$ cat src/sv/gbd_pkg.sv
package gbd_pkg;

  localparam int POS_W  = 32;
  localparam int VEL_W  = 32;
  localparam int ACC_W  = 32;
  localparam int GM_W   = 53;
  localparam int SQ_W   = 64;
  localparam int ROOT_W = 32;
  localparam int DEN_W  = SQ_W + ROOT_W;
  localparam int ACC_FRAC_BITS_DEF = 24;

  localparam logic [GM_W-1:0] GRAV_RESET = 53'd398600441800000;

  // stage counts of each unit
  localparam int FRONT_STAGES = 3;
  localparam int SQRT_STAGES  = ROOT_W;
  localparam int MUL_STAGES   = 2;
  localparam int DIV_STAGES   = ACC_W + 2;
  localparam int PIPE_DEPTH   = FRONT_STAGES + SQRT_STAGES + MUL_STAGES + DIV_STAGES;

  // per-item data that rides along the pipeline
  typedef struct packed {
    logic [POS_W-1:0] ux;
    logic [POS_W-1:0] uy;
    logic             px_pos;
    logic             py_pos;
    logic             zero;
    logic [VEL_W-1:0] vel_x;
    logic [VEL_W-1:0] vel_y;
  } gbd_side_t;

endpackage

$ cat src/sv/gbd_front.sv
module gbd_front import gbd_pkg::*; (
  input  logic                    clk,
  input  logic                    rst_n,
  input  logic                    in_valid,
  output logic                    in_ready,
  input  logic signed [POS_W-1:0] pos_x,
  input  logic signed [POS_W-1:0] pos_y,
  input  logic signed [VEL_W-1:0] vel_x,
  input  logic signed [VEL_W-1:0] vel_y,
  output logic                    out_valid,
  input  logic                    out_ready,
  output logic [SQ_W-1:0]         s,
  output gbd_side_t               side
);

  logic              vld_r [FRONT_STAGES];
  logic              rdy   [FRONT_STAGES+1];
  gbd_side_t         side0_r, side1_r, side2_r, side0_nxt;
  logic [SQ_W-1:0]   sqx_r, sqy_r, s_r;

  // per-stage ready: a stage takes new data when empty or draining
  assign rdy[FRONT_STAGES] = out_ready;
  for (genvar i = 0; i < FRONT_STAGES; i++) begin : g_rdy
    assign rdy[i] = !vld_r[i] || rdy[i+1];
  end
  assign in_ready  = rdy[0];
  assign out_valid = vld_r[FRONT_STAGES-1];

  // magnitudes and signs
  always_comb begin
    side0_nxt        = '0;
    side0_nxt.ux     = pos_x[POS_W-1] ? (~pos_x + 1'b1) : pos_x;
    side0_nxt.uy     = pos_y[POS_W-1] ? (~pos_y + 1'b1) : pos_y;
    side0_nxt.px_pos = !pos_x[POS_W-1] && (pos_x != '0);
    side0_nxt.py_pos = !pos_y[POS_W-1] && (pos_y != '0);
    side0_nxt.zero   = (pos_x == '0) && (pos_y == '0);
    side0_nxt.vel_x  = vel_x;
    side0_nxt.vel_y  = vel_y;
  end

  // valid chain
  always_ff @(posedge clk) begin
    if (!rst_n) begin
      for (int i = 0; i < FRONT_STAGES; i++) vld_r[i] <= 1'b0;
    end else begin
      if (rdy[0]) vld_r[0] <= in_valid;
      if (rdy[1]) vld_r[1] <= vld_r[0];
      if (rdy[2]) vld_r[2] <= vld_r[1];
    end
  end

  // payload: abs, squares, sum of squares
  always_ff @(posedge clk) begin
    if (rdy[0]) side0_r <= side0_nxt;
    if (rdy[1]) begin
      side1_r <= side0_r;
      sqx_r   <= side0_r.ux * side0_r.ux;
      sqy_r   <= side0_r.uy * side0_r.uy;
    end
    if (rdy[2]) begin
      side2_r <= side1_r;
      s_r     <= sqx_r + sqy_r;
    end
  end

  assign s    = s_r;
  assign side = side2_r;

endmodule

$ cat config.mk
export PLATFORM = sky130hd
export DESIGN_NAME = gbd_front
export DESIGN_NICKNAME = d
export VERILOG_FILES = /design/src/sv/gbd_pkg.sv /design/src/sv/gbd_front.sv
export SDC_FILE = /design/constraint.sdc
export NUM_CORES = 2
export LEC_CHECK = 0
export BUFFER_PORTS_ARGS = -buffer_cell sky130_fd_sc_hd__clkbuf_2
export CORE_UTILIZATION = 30
export CTS_BUF_LIST = sky130_fd_sc_hd__clkbuf_4 sky130_fd_sc_hd__clkbuf_8
export DETAILED_ROUTE_END_ITERATION = 6
export GPL_TIMING_DRIVEN = 0
export SLEW_MARGIN = 0
export SYNTH_ARGS = -nofsm -noshare
export SYNTH_HDL_FRONTEND = slang
export SYNTH_SLANG_ARGS = --single-unit
$ cat constraint.sdc
create_clock -name clk -period 10 [get_ports clk]
set_input_delay 0.5 -clock clk [delete_from_list [all_inputs] [get_ports clk]]
set_output_delay 0.5 -clock clk [all_outputs]
set_load 0.03 [all_outputs]
==> metrics.md <==
| Metric | Value |
|---|---|
| Run status | finished clean |
| Final Critical Period | 9.88 ns |
| Total I/O pin count | 329 |
| Cell with the most instances after synthesis | sky130_fd_sc_hd__inv_1 |
| Yosys cell types | 77 |
| Met3 Track Usage GR | 3.97% |
| Total iterations of the first detailed-routing run | 6 |
| Layout cell share with drive strength beyond 1 | 8.40% |
| GR met2 Demand/Resource | 32.2% |
| Family with the most delay on the worst path | adder cells |
| Maximum fanout along the worst path | 10 |
| Origin of the critical flop-to-flop path | side0_r[120]$_DFFE_PN_ |
| Post-Route Hold Slack | 0.0852 ns |
| Post-synthesis async set-or-reset flop share | 0% |
| Source-to-sink clock delay at the later pin of the worst-skew pair | 0.89 ns |
| Count of maximum capacitance violations | 0 |
| Worst Hold Class | primary input to flip-flop |
| Total standard cell area after synthesis | 0.0810 sq mm |
| Area share of fa/ha/maj cells after synthesis | 49.3% |
| Clock transition at path regs | 0.06 ns |
| Floorplan die area | 0.272 sq mm |
| Aggregate negative setup slack | 0 ns |
| Area growth syn-to-layout | 12.2% |
| FF-to-FF setup slack | 0.12 ns |
| Gr usage total | 20.1% |
| Share of synthesized area spent on multiplexers | 0.102% |
| Root buf cell | sky130_fd_sc_hd__clkbuf_8 |
| Count of buffer and inverter cells on the critical path | 6 |
| Detailed placement HPWL | 221000 um |
| Transition time at the pin with the least slew margin | 1.19 ns |
| Hold path endpoint | side0_r[74]$_DFFE_PN_ |
| Compound-gate portion of the synthesized area | 5.60% |
| Initial detailed-routing violation count | 4217 |
| CTS buffer count | 99 |
| Wire length after detailed routing | 269000 um |
| Die Y | 522 um |
| Number of global-route vias before repair | 61600 |
| Initial antenna violation count | 31 |
| Cell-by-cell trace of the critical path | clkdlybuf4s15_1 > nand2_1 > fa_1 > inv_1 > fa_1 > fa_1 > inv_1 > fa_1 > inv_1 > fa_1 > fa_1 > fa_1 > inv_1 > fa_1 > inv_1 > ha_1 > nand4_1 > o21ai_0 > a21oi_1 > nor3_1 > a31oi_1 > o21ai_0 > a31oi_1 > xnor2_1 |
| First-pass GRT wire length | 400000 um |
| Timing-limited maximum frequency | 101 MHz |
| Via density per instance | 4.76 |
| Slowest-stage cell, CP | sky130_fd_sc_hd__clkdlybuf4s15_1 |
| Peak-usage layer in the global routing report | met2 |
| Final hold violation count | 0 |
| Crit-path max cell delay | 0.95 ns |
| Port Buffers | 328 |
| Pin count of the biggest net entering global routing | 110 |
| Final cycle utilization of the critical path | 98.8% |
| Area share of the largest cell type after synthesis | 39.2% |
| GRT met1 Usage | 25.9% |
| CTS max path bufs | 3 |
| Top post-synthesis cells by count | sky130_fd_sc_hd__inv_1 (1960), sky130_fd_sc_hd__fa_1 (1585), sky130_fd_sc_hd__ha_1 (655) |
| Number of synthesized register bits | 584 |
| Setup Skew | 0.123 ns |
| Number of pins exceeding their max-slew limit in the final report | 0 |
| Number of standard cells after synthesis | 7640 |
| Most frequent cell on the critical path | sky130_fd_sc_hd__fa_1 |
| Dominant cell type by area after synthesis | sky130_fd_sc_hd__fa_1 |
| Beginning of the worst hold path | pos_y[7] |
| Combinational family with the most area after synthesis | adder cells |
| Initial Util | 30.2% |
| Capturing point of the worst reg2reg path | sqx_r[53]$_DFFE_PN_ |
| Number of enable-type register cells in the synthesized netlist | 584 |
| Std cell rows | 190 |
| Final estimated routing congestion in global placement | 0.995 |
| Endpoints failing setup | 0 |
| Seq/Total Area, Yosys | 21.7% |
| Yosys warning total | 0 |
| Max-slew headroom | 20.7% |
| Clock tree from TritonCTS | yes |
| Worst reg-to-reg path cell count | 24 |
| Total via count after detailed routing | 56400 |
| Layout Nets | 10600 |
| Cell depth of the worst min-delay path | 2 |
| Type of element launching the critical path | flip-flop |
| Critical path class | flip-flop to flip-flop |
| Kind of end point of the critical path | flip-flop |
| Number of nets produced by synthesis | 10000 |
| Arr. time, crit path | 10.41 ns |
| Post-synthesis share of cell area spent on and, or, nand and nor gates | 9.50% |
| Sink count of the clock tree | 584 |
| Synthesized-area fraction occupied by xor and xnor cells | 3.44% |
| Horiz. Die Dim | 522 um |
| Routed wirelength normalized by instance count | 22.7 um |
| Largest cells by area after synthesis | sky130_fd_sc_hd__fa_1 (39%), sky130_fd_sc_hd__edfxtp_1 (22%), sky130_fd_sc_hd__ha_1 (10%) |
| Number of nets with antenna violations after routing | 0 |
| Core Area | 0.268 sq mm |
| Total number of H-tree levels | 3 |
| Mean Syn Cell Area | 10.6 sq um |
| Flip-flop cell with the highest count after synthesis | sky130_fd_sc_hd__edfxtp_1 |
| CP required | 10.54 ns |
| Global-route congestion overflow total | 0 |
| Number of remaining DRC errors | 0 |
sequential cells by signal, summed over array words and instances, names as in the netlist:
name,cells
s,64
side,131
side0_r,131
sqy_r,62
side1_r,131
sqx_r,62
vld_r,3
metrics by stage:
stage | std cells | util, % | worst slack (ns) | instance area, sq um
floorplan | 7640 | - | 2.04 | 81000
global placement | 11500 | 32.5 | -0.595 | 87100
detailed placement | 11500 | 32.5 | -0.625 | 87300
CTS | 11800 | 33.7 | 0.0157 | 90500
global route | 11800 | 33.9 | -0.00486 | 90800
finish | 11800 | 33.9 | 0.122 | 90800
cells by family after synthesis:
| family | after synthesis |
|---|---|
| multiplexers | 8 |
| flip-flops | 584 |
| AND/OR/NAND/NOR | 1547 |
| buffers and inverters | 2240 |
| adder cells (fa/ha/maj) | 2240 |
| XOR/XNOR | 318 |
| AO/OA/AOI/OAI | 703 |
final cells by class:
cell class                 instances  area (sq um)
clock buffer                     123          1540
tap                             3552          4440
clock inverter                    58           526
inverter                        1960          7380
fill                           27200        177000
multi-input combinational       4816         55100
sequential                       584         17500
antenna                           10          25.0
timing repair buffer             471          3150
buffer                           274          1180
worst reg2reg max path, stage by stage, from the launching register on:
cell and delay [ns]:
sky130_fd_sc_hd__edfxtp_1 0.79, sky130_fd_sc_hd__clkdlybuf4s15_1 0.96, sky130_fd_sc_hd__nand2_1 0.18, sky130_fd_sc_hd__fa_1 0.66, sky130_fd_sc_hd__inv_1 0.09, sky130_fd_sc_hd__fa_1 0.54, sky130_fd_sc_hd__fa_1 0.52, sky130_fd_sc_hd__inv_1 0.05
sky130_fd_sc_hd__fa_1 0.51, sky130_fd_sc_hd__inv_1 0.07, sky130_fd_sc_hd__fa_1 0.50, sky130_fd_sc_hd__fa_1 0.61, sky130_fd_sc_hd__fa_1 0.57, sky130_fd_sc_hd__inv_1 0.05, sky130_fd_sc_hd__fa_1 0.47, sky130_fd_sc_hd__inv_1 0.04
sky130_fd_sc_hd__ha_1 0.40, sky130_fd_sc_hd__nand4_1 0.14, sky130_fd_sc_hd__o21ai_0 0.48, sky130_fd_sc_hd__a21oi_1 0.17, sky130_fd_sc_hd__nor3_1 0.68, sky130_fd_sc_hd__a31oi_1 0.34, sky130_fd_sc_hd__o21ai_0 0.49, sky130_fd_sc_hd__a31oi_1 0.17
sky130_fd_sc_hd__xnor2_1 0.17
worst max-delay path by stage:
stage	startpoint	depth (start not counted)	end	slack, ns
finish	side0_r[120]$_DFFE_PN_	24	sqx_r[53]$_DFFE_PN_	0.12
global route	side0_r[72]$_DFFE_PN_	25	sqy_r[62]$_DFFE_PN_	-0.005
CTS	side0_r[91]$_DFFE_PN_	25	sqy_r[57]$_DFFE_PN_	0.02
detailed placement	side0_r[72]$_DFFE_PN_	28	sqy_r[62]$_DFFE_PN_	-0.62
global placement	side0_r[72]$_DFFE_PN_	28	sqy_r[62]$_DFFE_PN_	-0.59
floorplan	side0_r[101]$_DFFE_PN_	29	sqx_r[60]$_DFFE_PN_	2.04
per-layer routing:
metal / wire length [um] / share of wire (%) / vias up
li1: - / - / 24600
met1: 110000 / 41 / 29000
met2: 123000 / 46 / 2286
met3: 21200 / 7.9 / 486
met4: 14800 / 5.5 / 6
met5: 41 / 0.015 / -
layout by cell type, fill, tap and decap left out, drive strengths merged, types with 14 or more instances in the layout:
cell         instances
a21o               100
a21oi              216
a31o                24
a31oi               34
a41oi               14
and2               473
and3                30
buf                 45
clkbuf             717
clkinv              40
dlygate4sd3        103
edfxtp             584
fa                1585
ha                 655
inv               1968
nand2              646
nand2b              21
nand3               54
nand4               38
nor2               149
nor2b               35
nor3                37
o21a                21
o21ai              132
o21bai              36
o31ai               28
or3                 15
or4                 14
xnor2              192
xor2               126
timing repair:
item	CTS	global route
hold endpoints to repair	105	0
cloned	0	0
gates resized for setup	49	174
endpoints found under the setup margin	28	27
hold buffers	103	0
setup buffers	3	30
Power is left out: the tool's default activity adds up to more than one toggle a clock period on the data nets, which glitch-free logic cannot reach.
